`src/sv/rw_lock_writer_priority_arbiter_assert.svh`:
```
// Assertion macros for the reader/writer lock arbiter.
// Depends on nothing; included by the top level, which supplies clock and reset.
`ifndef RW_LOCK_WRITER_PRIORITY_ARBITER_ASSERT_SVH
`define RW_LOCK_WRITER_PRIORITY_ARBITER_ASSERT_SVH
`ifndef SYNTHESIS
// Same-cycle implication, checked on every rising clock edge outside reset.
`define RWL_ASSERT_IMP(label, ante, cons, msg) \
   label: assert property (@(posedge clock) disable iff (reset) (ante) |-> (cons)) \
      else $error(msg);
// Next-cycle implication, checked on every rising clock edge outside reset.
`define RWL_ASSERT_NEXT(label, ante, cons, msg) \
   label: assert property (@(posedge clock) disable iff (reset) (ante) |=> (cons)) \
      else $error(msg);
`else
`define RWL_ASSERT_IMP(label, ante, cons, msg)
`define RWL_ASSERT_NEXT(label, ante, cons, msg)
`endif
`endif

```
`src/sv/rwlock_pkg.sv`:
```
// Shared constants and types for the reader/writer lock arbiter.
// No dependencies; used by the channel interfaces and the top level.
`default_nettype none

package rwlock_pkg;

   // Field widths of the request and response words.
   localparam int CMD_W  = 3;
   localparam int REQ_W  = 4;
   localparam int TMO_W  = 16;
   localparam int EV_W   = 2;

   // Number of requesters that may use the lock.
   localparam int NUM_REQUESTERS = 16;

   // Queue geometry and reader count limit.
   localparam int QIDX_W = 4;
   localparam int QCNT_W = QIDX_W + 1;
   localparam int QDEPTH = 1 << QIDX_W;
   localparam int RCNT_W = 5;
   localparam logic [RCNT_W-1:0] READER_MAX = 5'd31;

   // Command codes.
   localparam logic [CMD_W-1:0] CMD_ENTER_READ  = 3'd0;
   localparam logic [CMD_W-1:0] CMD_ENTER_WRITE = 3'd1;
   localparam logic [CMD_W-1:0] CMD_EXIT_READ   = 3'd2;
   localparam logic [CMD_W-1:0] CMD_EXIT_WRITE  = 3'd3;
   localparam logic [CMD_W-1:0] CMD_TICK        = 3'd4;

   // Event codes.
   localparam logic [EV_W-1:0] EV_READ    = 2'd0;
   localparam logic [EV_W-1:0] EV_WRITE   = 2'd1;
   localparam logic [EV_W-1:0] EV_TIMEOUT = 2'd2;
   localparam logic [EV_W-1:0] EV_REJECT  = 2'd3;

   // One entry of the writer wait queue.
   typedef struct packed {
      logic [TMO_W-1:0] remain;
      logic [REQ_W-1:0] who;
   } wq_entry_type;

endpackage

`default_nettype wire

```
`src/sv/rwlock_if.sv`:
```
// Valid/ready channel interfaces for the request and response words.
// Depends on rwlock_pkg for the field widths.
`default_nettype none

// Request channel: command, requester and write wait limit.
interface rwlock_req_if;
   logic                             valid;
   logic                             ready;
   logic [rwlock_pkg::CMD_W-1:0]     command;
   logic [rwlock_pkg::REQ_W-1:0]     requester;
   logic [rwlock_pkg::TMO_W-1:0]     timeout_ms;

   modport source (output valid, command, requester, timeout_ms, input ready);
   modport sink   (input valid, command, requester, timeout_ms, output ready);
endinterface

// Response channel: event, requester concerned and end-of-reply mark.
interface rwlock_rsp_if;
   logic                             valid;
   logic                             ready;
   logic [rwlock_pkg::EV_W-1:0]      event_res;
   logic [rwlock_pkg::REQ_W-1:0]     who;
   logic                             last;

   modport source (output valid, event_res, who, last, input ready);
   modport sink   (input valid, event_res, who, last, output ready);
endinterface

`default_nettype wire

```
`src/sv/rw_lock_writer_priority_arbiter.sv`:
```
// Reader/writer lock arbiter with writer priority, run by a small sequencer.
// Depends on rwlock_pkg, rwlock_if.sv and rw_lock_writer_priority_arbiter_assert.svh.
//
//   channel    direction  carries
//   req_chan   in         command, requester, timeout_ms
//   rsp_chan   out        event_res, who, last (one word per event)
//
// A word is decided in S_EXEC; a waiting writer handed the lock passes through
// S_POP, queued readers are released in S_REL, and a tick walks the waiting
// writers in S_TICK and closes in S_TFIN. Each queue memory has one read
// port, so the walks move one entry per cycle unless a stalled response holds them.
// Synchronous reset clears the lock state and queue lengths; the queue
// memories are not cleared, since entries are only read below the length.
`default_nettype none

module rw_lock_writer_priority_arbiter (
   input wire logic         clock,
   input wire logic         reset,
   rwlock_req_if.sink       req_chan,
   rwlock_rsp_if.source     rsp_chan
);

`include "rw_lock_writer_priority_arbiter_assert.svh"

   // Sequencer state codes.
   localparam logic [2:0] S_IDLE = 3'd0;
   localparam logic [2:0] S_EXEC = 3'd1;
   localparam logic [2:0] S_POP  = 3'd2;
   localparam logic [2:0] S_REL  = 3'd3;
   localparam logic [2:0] S_TICK = 3'd4;
   localparam logic [2:0] S_TFIN = 3'd5;

   localparam int QIW = rwlock_pkg::QIDX_W;
   localparam int QCW = rwlock_pkg::QCNT_W;
   localparam int RQW = rwlock_pkg::REQ_W;

   // Control state.
   logic [2:0]                      state_ff, state_in;
   logic                            held_ff, held_in;
   logic [rwlock_pkg::RCNT_W-1:0]   rcount_ff, rcount_in;
   logic [QCW-1:0]                  rlen_ff, rlen_in;
   logic [QCW-1:0]                  wlen_ff, wlen_in;
   logic [QIW-1:0]                  whead_ff, whead_in;
   logic [QCW-1:0]                  idx_ff, idx_in;
   logic [QCW-1:0]                  k_ff, k_in;
   logic                            pend_valid_ff, pend_valid_in;
   logic [RQW-1:0]                  pend_who_ff, pend_who_in;

   // Latched request word.
   logic [rwlock_pkg::CMD_W-1:0]    cmd_ff;
   logic [RQW-1:0]                  req_ff;
   logic [rwlock_pkg::TMO_W-1:0]    tmo_ff;

   // Response register.
   logic                            rsp_valid_ff;
   logic [rwlock_pkg::EV_W-1:0]     rsp_ev_ff;
   logic [RQW-1:0]                  rsp_who_ff;
   logic                            rsp_last_ff;

   // Queue memories and their registered read data.
   logic [RQW-1:0]                  rq_mem [rwlock_pkg::QDEPTH];
   rwlock_pkg::wq_entry_type        wq_mem [rwlock_pkg::QDEPTH];
   logic [RQW-1:0]                  rq_rd_ff;
   rwlock_pkg::wq_entry_type        wq_rd_ff;

   // Memory write ports.
   logic                            rq_we;
   logic                            wq_we;
   logic [QIW-1:0]                  wq_waddr;
   rwlock_pkg::wq_entry_type        wq_wdata;
   logic [QIW-1:0]                  wq_raddr;

   // Response emit controls.
   logic                            emit;
   logic [rwlock_pkg::EV_W-1:0]     emit_ev;
   logic [RQW-1:0]                  emit_who;
   logic                            emit_last;
   logic                            emit_ok;

   // Decoded conditions.
   logic                            out_of_range;
   logic                            req_accept;
   logic [QCW-1:0]                  idx_next;
   logic [rwlock_pkg::TMO_W-1:0]    rem;

   assign req_chan.ready    = (state_ff == S_IDLE);
   assign req_accept        = req_chan.valid && req_chan.ready;
   assign emit_ok           = !rsp_valid_ff || rsp_chan.ready;

   assign rsp_chan.valid     = rsp_valid_ff;
   assign rsp_chan.event_res = rsp_ev_ff;
   assign rsp_chan.who       = rsp_who_ff;
   assign rsp_chan.last      = rsp_last_ff;

   assign out_of_range = (cmd_ff <= rwlock_pkg::CMD_EXIT_WRITE) &&
                         ({5'd0, req_ff} >= 9'(rwlock_pkg::NUM_REQUESTERS));
   assign idx_next     = idx_ff + QCW'(1);
   assign rem          = wq_rd_ff.remain;
   assign wq_raddr     = whead_ff + idx_in[QIW-1:0];

   // Sequencer: decides commands; queue walks move one entry per cycle unless stalled.
   always_comb begin
      state_in      = state_ff;
      held_in       = held_ff;
      rcount_in     = rcount_ff;
      rlen_in       = rlen_ff;
      wlen_in       = wlen_ff;
      whead_in      = whead_ff;
      idx_in        = idx_ff;
      k_in          = k_ff;
      pend_valid_in = pend_valid_ff;
      pend_who_in   = pend_who_ff;
      emit          = 1'b0;
      emit_ev       = rwlock_pkg::EV_REJECT;
      emit_who      = req_ff;
      emit_last     = 1'b1;
      rq_we         = 1'b0;
      wq_we         = 1'b0;
      wq_waddr      = whead_ff + wlen_ff[QIW-1:0];
      wq_wdata      = '{remain: tmo_ff, who: req_ff};

      case (state_ff)
         S_IDLE: begin
            if (req_accept) begin
               state_in = S_EXEC;
            end
         end

         // Decide the command; waits while the response register is occupied.
         S_EXEC: begin
            idx_in = '0;
            if (emit_ok) begin
               state_in = S_IDLE;
               if (out_of_range) begin
                  emit = 1'b1;
               end else begin
                  case (cmd_ff)
                     rwlock_pkg::CMD_ENTER_READ: begin
                        if (!held_ff && wlen_ff == '0) begin
                           emit = 1'b1;
                           if (rcount_ff != rwlock_pkg::READER_MAX) begin
                              rcount_in = rcount_ff + 5'd1;
                              emit_ev   = rwlock_pkg::EV_READ;
                           end
                        end else if (rlen_ff[QCW-1]) begin
                           emit = 1'b1;
                        end else begin
                           rq_we   = 1'b1;
                           rlen_in = rlen_ff + QCW'(1);
                        end
                     end
                     rwlock_pkg::CMD_ENTER_WRITE: begin
                        if (!held_ff && rcount_ff == '0) begin
                           held_in = 1'b1;
                           emit    = 1'b1;
                           emit_ev = rwlock_pkg::EV_WRITE;
                        end else if (wlen_ff[QCW-1]) begin
                           emit = 1'b1;
                        end else begin
                           wq_we   = 1'b1;
                           wlen_in = wlen_ff + QCW'(1);
                        end
                     end
                     rwlock_pkg::CMD_EXIT_READ: begin
                        if (rcount_ff != '0) begin
                           rcount_in = rcount_ff - 5'd1;
                           if (rcount_ff == 5'd1 && wlen_ff != '0) begin
                              held_in  = 1'b1;
                              state_in = S_POP;
                           end
                        end
                     end
                     rwlock_pkg::CMD_EXIT_WRITE: begin
                        if (held_ff) begin
                           held_in = 1'b0;
                           if (rlen_ff != '0) begin
                              state_in = S_REL;
                           end else if (wlen_ff != '0) begin
                              held_in  = 1'b1;
                              state_in = S_POP;
                           end
                        end
                     end
                     rwlock_pkg::CMD_TICK: begin
                        k_in          = '0;
                        pend_valid_in = 1'b0;
                        if (wlen_ff != '0) begin
                           state_in = S_TICK;
                        end
                     end
                     default: begin
                        state_in = S_IDLE;
                     end
                  endcase
               end
            end
         end

         // Hand the lock to the front writer.
         S_POP: begin
            if (emit_ok) begin
               emit     = 1'b1;
               emit_ev  = rwlock_pkg::EV_WRITE;
               emit_who = wq_rd_ff.who;
               whead_in = whead_ff + QIW'(1);
               wlen_in  = wlen_ff - QCW'(1);
               state_in = S_IDLE;
            end
         end

         // Release queued readers one per cycle while the response register can take them.
         S_REL: begin
            if (emit_ok) begin
               emit      = 1'b1;
               emit_ev   = rwlock_pkg::EV_READ;
               emit_who  = rq_rd_ff;
               emit_last = (idx_next == rlen_ff);
               idx_in    = idx_next;
               if (rcount_ff != rwlock_pkg::READER_MAX) begin
                  rcount_in = rcount_ff + 5'd1;
               end
               if (idx_next == rlen_ff) begin
                  rlen_in  = '0;
                  state_in = S_IDLE;
               end
            end
         end

         // Count down one waiting writer; an expired one is held back until the next
         // expiry or the tick's close, so the final timeout report can carry the end mark.
         S_TICK: begin
            if (rem == 16'd1) begin
               if (!pend_valid_ff || emit_ok) begin
                  emit          = pend_valid_ff;
                  emit_ev       = rwlock_pkg::EV_TIMEOUT;
                  emit_who      = pend_who_ff;
                  emit_last     = 1'b0;
                  pend_valid_in = 1'b1;
                  pend_who_in   = wq_rd_ff.who;
                  idx_in        = idx_next;
               end
            end else begin
               wq_we    = 1'b1;
               wq_waddr = whead_ff + k_ff[QIW-1:0];
               wq_wdata = '{remain: (rem == '0) ? rem : rem - 16'd1, who: wq_rd_ff.who};
               k_in     = k_ff + QCW'(1);
               idx_in   = idx_next;
            end
            if (idx_in == wlen_ff) begin
               state_in = S_TFIN;
            end
         end

         // Close the tick: new queue length and the last timeout report.
         S_TFIN: begin
            if (!pend_valid_ff || emit_ok) begin
               emit          = pend_valid_ff;
               emit_ev       = rwlock_pkg::EV_TIMEOUT;
               emit_who      = pend_who_ff;
               wlen_in       = k_ff;
               pend_valid_in = 1'b0;
               state_in      = S_IDLE;
            end
         end

         default: begin
            state_in = S_IDLE;
         end
      endcase
   end

   // Control registers.
   always_ff @(posedge clock) begin
      if (reset) begin
         state_ff      <= S_IDLE;
         held_ff       <= 1'b0;
         rcount_ff     <= '0;
         rlen_ff       <= '0;
         wlen_ff       <= '0;
         whead_ff      <= '0;
         idx_ff        <= '0;
         k_ff          <= '0;
         pend_valid_ff <= 1'b0;
         rsp_valid_ff  <= 1'b0;
      end else begin
         state_ff      <= state_in;
         held_ff       <= held_in;
         rcount_ff     <= rcount_in;
         rlen_ff       <= rlen_in;
         wlen_ff       <= wlen_in;
         whead_ff      <= whead_in;
         idx_ff        <= idx_in;
         k_ff          <= k_in;
         pend_valid_ff <= pend_valid_in;
         if (emit) begin
            rsp_valid_ff <= 1'b1;
         end else if (rsp_chan.ready) begin
            rsp_valid_ff <= 1'b0;
         end
      end
   end

   // Payload registers: request word, response word and pending timeout.
   always_ff @(posedge clock) begin
      pend_who_ff <= pend_who_in;
      if (req_accept) begin
         cmd_ff <= req_chan.command;
         req_ff <= req_chan.requester;
         tmo_ff <= req_chan.timeout_ms;
      end
      if (emit) begin
         rsp_ev_ff   <= emit_ev;
         rsp_who_ff  <= emit_who;
         rsp_last_ff <= emit_last;
      end
   end

   // Reader queue memory: one write port, one registered read port.
   always_ff @(posedge clock) begin
      if (rq_we) begin
         rq_mem[rlen_ff[QIW-1:0]] <= req_ff;
      end
      rq_rd_ff <= rq_mem[idx_in[QIW-1:0]];
   end

   // Writer queue memory, kept as a ring from the head pointer.
   always_ff @(posedge clock) begin
      if (wq_we) begin
         wq_mem[wq_waddr] <= wq_wdata;
      end
      wq_rd_ff <= wq_mem[wq_raddr];
   end

   // The lock is never written and read at once.
   `RWL_ASSERT_IMP(a_excl, held_ff, rcount_ff == '0, "lock held by writer and readers")
   // Waiting writers imply the lock is busy whenever the sequencer rests.
   `RWL_ASSERT_IMP(a_wait_busy, (state_ff == S_IDLE) && (wlen_ff != '0),
                   held_ff || (rcount_ff != '0), "writers wait on a free lock")
   // Releasing readers happens only with the writer gone.
   `RWL_ASSERT_IMP(a_rel_free, state_ff == S_REL, !held_ff, "readers released under writer")
   // A closed tick leaves no pending timeout behind at rest.
   `RWL_ASSERT_NEXT(a_tfin, (state_ff == S_TFIN) && (state_in == S_IDLE),
                    !pend_valid_ff, "timeout report left pending")

endmodule

`default_nettype wire
```
`src/flat_wrapper.sv`:
```
// flat-port wrapper written by rule: the top's interface ports become plain ports
module rw_lock_writer_priority_arbiter_flat 
  (clock, reset, req_chan_valid, req_chan_command, req_chan_requester, req_chan_timeout_ms, req_chan_ready, rsp_chan_valid, rsp_chan_event_res, rsp_chan_who, rsp_chan_last, rsp_chan_ready);
  rwlock_req_if req_chan_i ();
  rwlock_rsp_if rsp_chan_i ();
  input wire logic clock;
  input wire logic reset;
  input wire logic [$bits(req_chan_i.valid)-1:0] req_chan_valid;
  input wire logic [$bits(req_chan_i.command)-1:0] req_chan_command;
  input wire logic [$bits(req_chan_i.requester)-1:0] req_chan_requester;
  input wire logic [$bits(req_chan_i.timeout_ms)-1:0] req_chan_timeout_ms;
  output wire logic [$bits(req_chan_i.ready)-1:0] req_chan_ready;
  output wire logic [$bits(rsp_chan_i.valid)-1:0] rsp_chan_valid;
  output wire logic [$bits(rsp_chan_i.event_res)-1:0] rsp_chan_event_res;
  output wire logic [$bits(rsp_chan_i.who)-1:0] rsp_chan_who;
  output wire logic [$bits(rsp_chan_i.last)-1:0] rsp_chan_last;
  input wire logic [$bits(rsp_chan_i.ready)-1:0] rsp_chan_ready;
  assign req_chan_i.valid = req_chan_valid;
  assign req_chan_i.command = req_chan_command;
  assign req_chan_i.requester = req_chan_requester;
  assign req_chan_i.timeout_ms = req_chan_timeout_ms;
  assign req_chan_ready = req_chan_i.ready;
  assign rsp_chan_valid = rsp_chan_i.valid;
  assign rsp_chan_event_res = rsp_chan_i.event_res;
  assign rsp_chan_who = rsp_chan_i.who;
  assign rsp_chan_last = rsp_chan_i.last;
  assign rsp_chan_i.ready = rsp_chan_ready;
  rw_lock_writer_priority_arbiter u_core (.clock(clock), .reset(reset), .req_chan(req_chan_i), .rsp_chan(rsp_chan_i));
endmodule
```
`config.mk`:
```
export PLATFORM = sky130hd
export DESIGN_NAME = rw_lock_writer_priority_arbiter_flat
export DESIGN_NICKNAME = d
export VERILOG_FILES = /design/src/sv/rwlock_pkg.sv /design/src/sv/rwlock_if.sv /design/src/sv/rw_lock_writer_priority_arbiter.sv /design/src/flat_wrapper.sv
export VERILOG_INCLUDE_DIRS = /design/src /design/src/sv
export SDC_FILE = /design/constraint.sdc
export NUM_CORES = 1
export LEC_CHECK = 0
export BUFFER_PORTS_ARGS = -buffer_cell sky130_fd_sc_hd__buf_2
export CAP_MARGIN = 25
export CORE_AREA = 2 2 228 230
export CTS_CLUSTER_SIZE = 10
export DETAILED_ROUTE_END_ITERATION = 16
export DIE_AREA = 0 0 230 232
export HOLD_SLACK_MARGIN = 0.15
export PLACE_DENSITY_LB_ADDON = 0.08
export SYNTH_ARGS = -nofsm -noshare
export SYNTH_HDL_FRONTEND = slang
export SYNTH_SLANG_ARGS = --single-unit
```
`constraint.sdc`:
```
create_clock -name clock -period 5.17 [get_ports clock]
set_clock_uncertainty 0.05 [all_clocks]
set_input_delay 0.2585 -clock clock [delete_from_list [all_inputs] [get_ports clock]]
set_output_delay 0.2585 -clock clock [all_outputs]
set_load 0.03 [all_outputs]
```
==> run metrics, run 1 <==
run status complete, no violations; gpl congestion 0.782; Routed WL per cell 23.6 µm; H-Tree Depth 2; peak supply drop 0.238 mV; slew margin rel. 0.355; CTS tree built; max cap viols 0; layout cell share with drive strength beyond 1 0.220; total length of routed wires 48600 µm; crit path kind flop to flop; # DRC 0; HPWL after DPL a little under 30000 µm; delay-heaviest family, CP simple AND/OR/NAND/NOR gates; insertion delay to the later sink of the worst-skew pair 620 ps; I/O pin total 36; crit start category flop; most frequent cell after synthesis edfxtp_1; Synth area leaders edfxtp_1 (62%), mux4_2 (11%), dfxtp_1 (5.9%); final number of setup-violating endpoints 0; Die X 230 µm; Worst Path Buf+Inv 2; Primary FF master, synth edfxtp_1; Synth top area share 0.624; Final ANT Viol Nets 0; Port Buffer Count 35; synthesized instance count 1221; Crit path top cell by count mux4_2; core footprint 50900 µm²; cell taking the most area after synthesis edfxtp_1; synth unique cells 77; Slew Limit Fails 0; GRT Total Usage 0.187; RSZ-0062 raised after global routing false; EDFF count, synth between 400 and 500; Ys Warns 0; Pleak 7.63 nW; fin nets 1390; class of the worst hold path primary input to flop; Worst-Margin Slew 960 ps; clock buffer depth 3; worst-path fanout max 17; Fin Setup TNS 0 ps; Worst path slowest cell fa_4; post-cts sizing count 0; commonest cells in the synthesized netlist edfxtp_1 (418), mux4_2 (100), nor2_1 (86); drt first pass iters 5; area grow syn2layout 16.0%; sequential area share after synthesis 0.683; Worst setup EP type flop; clock period minus worst slack between 4000 and 5000 ps; Critical Path AT 5040 ps; initial DRC count 762; FMAX 217 MHz; final worst path period share 0.893; critical path, cell by cell ha_1 > nor3b_1 > and4_4 > a31oi_1 > and2b_1 > or2_0 > inv_1 > fa_4 > buf_4 > mux4_2 > mux4_2; initial core utilization 0.395; CTS sink count 477; Clock transition at path regs 50 ps; Root Driver clkbuf_16; Netlist Area Pre-Place 20100 µm²; GRT overflow 0; FP Rows a little over 80; filler cell count in the final layout 4505; total power draw ~8.0 mW; Worst path max stage delay 930 ps; clock buffer count from CTS 55; Die H 232 µm; vias in the first global route approximately 12000; initial antenna violation count 0; total number of vias 11200; FFs w/ async S/R, synth 0; syn nets 1277; Fin. Hold Viols 0; first-pass GRT wire length 74100 µm; Inserted Diodes 0; Vias/cell 5.44; #FFs+latches synth 477; syn_area_per_cell 16.5 µm²; Critical Path RT 5590 ps; pwr dens 344 nW/µm²; Die ar. 53400 µm²; largest net degree at the start of global routing 36
==> metal layers <==
| metal | GRT usage | vias to the layer above | part of all wire |
|---|---|---|---|
| met2 | 0.321 | 233 | 0.50 |
| met5 | 0 | - | 0 |
| met1 | 0.249 | 5811 | 0.45 |
| li1 | - | 5096 | - |
| met3 | 0.0270 | 68 | 0.036 |
| met4 | 0.0528 | 0 | 0.020 |
==> state kept, by name, summed over array words and instances (netlist names), 2 cells and up <==
signal	cells
u_core.cmd_ff	3
u_core.idx_ff	5
u_core.k_ff	5
u_core.pend_who_ff	4
u_core.rcount_ff	5
u_core.rem	16
u_core.req_ff	4
u_core.rlen_ff	5
u_core.rq_mem	64
u_core.rq_rd_ff	4
u_core.rsp_chan.event_res	2
u_core.rsp_chan.who	4
u_core.state_ff	3
u_core.tmo_ff	16
u_core.whead_ff	4
u_core.wlen_ff	5
u_core.wq_mem	320
u_core.wq_rd_ff	4
==> power breakdown <==
part | leakage, nW | total [mW] | switching, mW | internal [mW]
sequential | 4.25 | 4.26 | 0.0358 | 4.23
clock | 0.786 | 3.55 | 1.50 | 2.05
combinational | 2.59 | 0.215 | 0.136 | 0.0793
==> worst reg2reg max path: stages (launching register included) <==
cell	delay (ps)
dfxtp_1	430
ha_1	220
nor3b_1	320
and4_4	400
a31oi_1	140
and2b_1	520
or2_0	250
inv_1	90
fa_4	930
buf_4	320
mux4_2	330
mux4_2	510
==> cell type report <==
| class | count | area (µm²) | area share |
|---|---|---|---|
| repair buffers | 116 | 910 | 0.0390 |
| inverters | 22 | 82.6 | 0.00354 |
| flip-flops and latches | 477 | 13700 | 0.589 |
| multi-input cells | 662 | 6090 | 0.261 |
| well taps | 680 | 851 | 0.0365 |
| clock inverters | 8 | 80.1 | 0.00343 |
| clock buffers | 94 | 1560 | 0.0670 |
==> path summary, 6_finish.rpt <==
kind	from	endpoint	slack, ps	depth (start not counted)
max	u_core.rem[0]	u_core.rem[0]	550	11
min	rsp_chan_ready	u_core.rsp_chan.valid	270	4
max reg2reg	u_core.rem[0]	u_core.rem[0]	550	11
min reg2reg	u_core.rcount_ff[1]	u_core.rcount_ff[1]	490	2
==> placed cells by master, fill, tap and decap left out, types with 6 or more instances in the layout <==
cell	count
a31oi_1	8
clkbuf_16	55
nor2_1	70
nand3_1	17
o21ai_0	36
edfxtp_1	418
buf_2	35
xor2_1	18
nand2b_1	12
a221o_1	7
buf_4	51
mux4_2	100
a21oi_1	36
clkbuf_1	35
a2111oi_0	33
dfxtp_1	59
mux2i_1	19
inv_1	21
a21o_1	7
xnor2_1	30
and3_1	19
nand2_1	74
nor2_2	17
or4_1	6
ha_1	25
nor3_1	17
nand4_1	8
nor4_1	8
dlygate4sd3_1	24
==> repair_timing <==
action                                  CTS  global route
hold buffers                             24             0
endpoints found under the hold margin    36             0
buffers inserted                          0             0
endpoints found under the setup margin    0             0
==> per-stage QoR <==
step | hold slack (ps) | worst slack, ps | util | std cells | cell area (µm²)
2_1_floorplan | 307 | 1150 | - | 1221 | 20100
3_5_place_dp | 387 | 573 | 0.421 | 1932 | 21400
6_report | 269 | 554 | 0.458 | 2059 | 23300
5_1_grt | 267 | 349 | 0.458 | 2059 | 23300
4_1_cts | 223 | 555 | 0.458 | 2058 | 23300
3_3_place_gp | 386 | 575 | 0.421 | 1930 | 21400
==> logic make-up (layout without fill, tap and decap cells) <==
group	after synthesis	in the layout	synth area share
buf+inv	82	240	0.0181
compound gates	167	167	0.0587
xor+xnor	50	50	0.0218
fa+ha+maj	29	29	0.0192
mux	122	122	0.123
flops	477	477	0.683
simple gates	294	294	0.0759
Note: power is estimated with default switching activity, not from simulation.
==> run 2, diff against run 1 <==
==> constraint.sdc (replaced) <==
create_clock -name clock -period 5.17 [get_ports clock]
set_clock_uncertainty 0.05 [all_clocks]
set_input_delay 1.034 -clock clock [delete_from_list [all_inputs] [get_ports clock]]
set_output_delay 1.034 -clock clock [all_outputs]
set_load 0.03 [all_outputs]
==> run metrics, run 2 (synthesis gave the netlist of run 1 again) <==
Biggest register u_core.wq_mem; Clock transition at path regs 60 ps (about the same); peak supply drop 0.251 mV (+5.7%); number of flip-flops in the largest register 320 (unchanged); # DRC 0 (unchanged); I/O pin total 36 (unchanged); area grow syn2layout 15.4%; Pleak 7.58 nW (-0.68%); RSZ-0062 raised after global routing false; class of the worst hold path flop to flop; initial core utilization 0.395 (unchanged); H-Tree Depth 2 (unchanged); Vias/cell 5.44 (about the same); total number of vias 11100 (-1.3%); largest net degree at the start of global routing 38 (+5.6%); pwr dens 350 nW/µm² (+1.8%); core footprint 50900 µm² (unchanged); Root Driver clkbuf_16; layout cell share with drive strength beyond 1 0.225 (+0.00480); CTS tree built; GRT overflow 0 (unchanged); insertion delay to the later sink of the worst-skew pair 600 ps (-20 ps); Slew Limit Fails 0 (unchanged); post-cts sizing count 0 (unchanged); Worst-Margin Slew 900 ps (-59.9 ps); HPWL after DPL 29000 µm (-0.52%); Die ar. 53400 µm² (unchanged); clock buffer depth 3 (unchanged); max cap viols 0 (unchanged); most frequent cells in the layout edfxtp_1 (418), mux4_2 (100), nand2_1 (74), nor2_1 (70), dfxtp_1 (59); commonest non-fill, non-tap cell in the layout edfxtp_1; fin nets 1365 (-1.8%); GRT Total Usage 0.186 (-0.00113); run status complete, no violations; drt first pass iters 5 (unchanged); Port Buffer Count 35 (unchanged); crit start category flop; CTS sink count 477 (unchanged); vias in the first global route 11300 (-3.1%); final number of setup-violating endpoints 0 (unchanged); filler cell count in the final layout 4416 (-2.0%); FF-to-FF Start u_core.rem[0]; Critical Path RT 5590 ps (about the same); Finished Core Util 0.456 (-0.00216); Post-CTS Setup Inserts 0 (unchanged); worst setup path start u_core.rem[0]; Die X 230 µm (unchanged); Die H 232 µm (unchanged); first-pass GRT wire length 73400 µm (-1.0%); gpl congestion 0.811 (+3.7%); FMAX 222 MHz (+2.5%); Routed WL per cell 24.0 µm (+1.8%); FP Rows 83 (unchanged); Fin. Hold Viols 0 (unchanged); crit path kind flop to flop; Final ANT Viol Nets 0 (unchanged); clock buffer count from CTS 56 (+1.8%); Post-CTS Hold Buffers 0 (-100%); Hold Startpoint u_core.wq_rd_ff[3]; worst-path fanout max 29 (+12); total length of routed wires 48900 µm (+0.56%); Fin Setup TNS 0 ps (unchanged); slew margin rel. 0.400 (+0.0449); initial antenna violation count 0 (unchanged); Worst setup EP type flop; final worst path period share 0.871 (-0.0217); initial DRC count 671 (-12%); Inserted Diodes 0 (unchanged); clock period minus worst slack 4500 ps (-112 ps); Critical Path AT 4930 ps (-110 ps)
run 2: report_power, final:
group / switching, mW / internal, mW
registers: 0.0339 / 4.23
clock network: 1.50 / 2.17
logic: 0.134 / 0.0662
run 2: through the flow:
step	total power [mW]	hold slack, ps	cells	worst slack, ps	cell area (µm²)
6_report	8.13	465	2034	666	23200
5_1_grt	8.42	481	2034	478	23200
4_1_cts	8.24	477	2033	677	23200
3_5_place_dp	4.54	464	1930	377	21500
3_3_place_gp	4.54	464	1929	416	21500
2_1_floorplan	4.45	381	1221	728	20100
run 2: layout make-up:
cell class	count	area, µm²	area share
multi-input cells	662	6090	0.263
flip-flops and latches	477	13700	0.592
clock inverters	8	97.6	0.00421
repair buffers	90	726	0.0313
inverters	22	82.6	0.00356
well taps	680	851	0.0367
clock buffers	95	1620	0.0698
run 2: worst paths after layout:
kind	to	slack (ps)	cells past startpoint
hold reg to reg	u_core.pend_who_ff[3]	470	0
setup / recovery	u_core.rem[8]	670	11
setup reg to reg	u_core.rem[8]	670	11
hold / removal	u_core.pend_who_ff[3]	470	0
run 2: layer usage:
| metal | part of all wire | global-route usage |
|---|---|---|
| met2 | 0.50 | 0.318 |
| met5 | 0 | 0 |
| met4 | 0.021 | 0.0522 |
| met3 | 0.043 | 0.0332 |
| met1 | 0.43 | 0.245 |
run 2: worst max-delay path: stages, from the launching register on:
cell	delay [ps]
dfxtp_1	480
ha_1	230
nor3b_1	320
nand4_2	380
a22oi_4	590
nand2_4	100
ha_4	170
inv_1	70
fa_4	850
buf_12	300
mux4_2	320
mux4_2	470
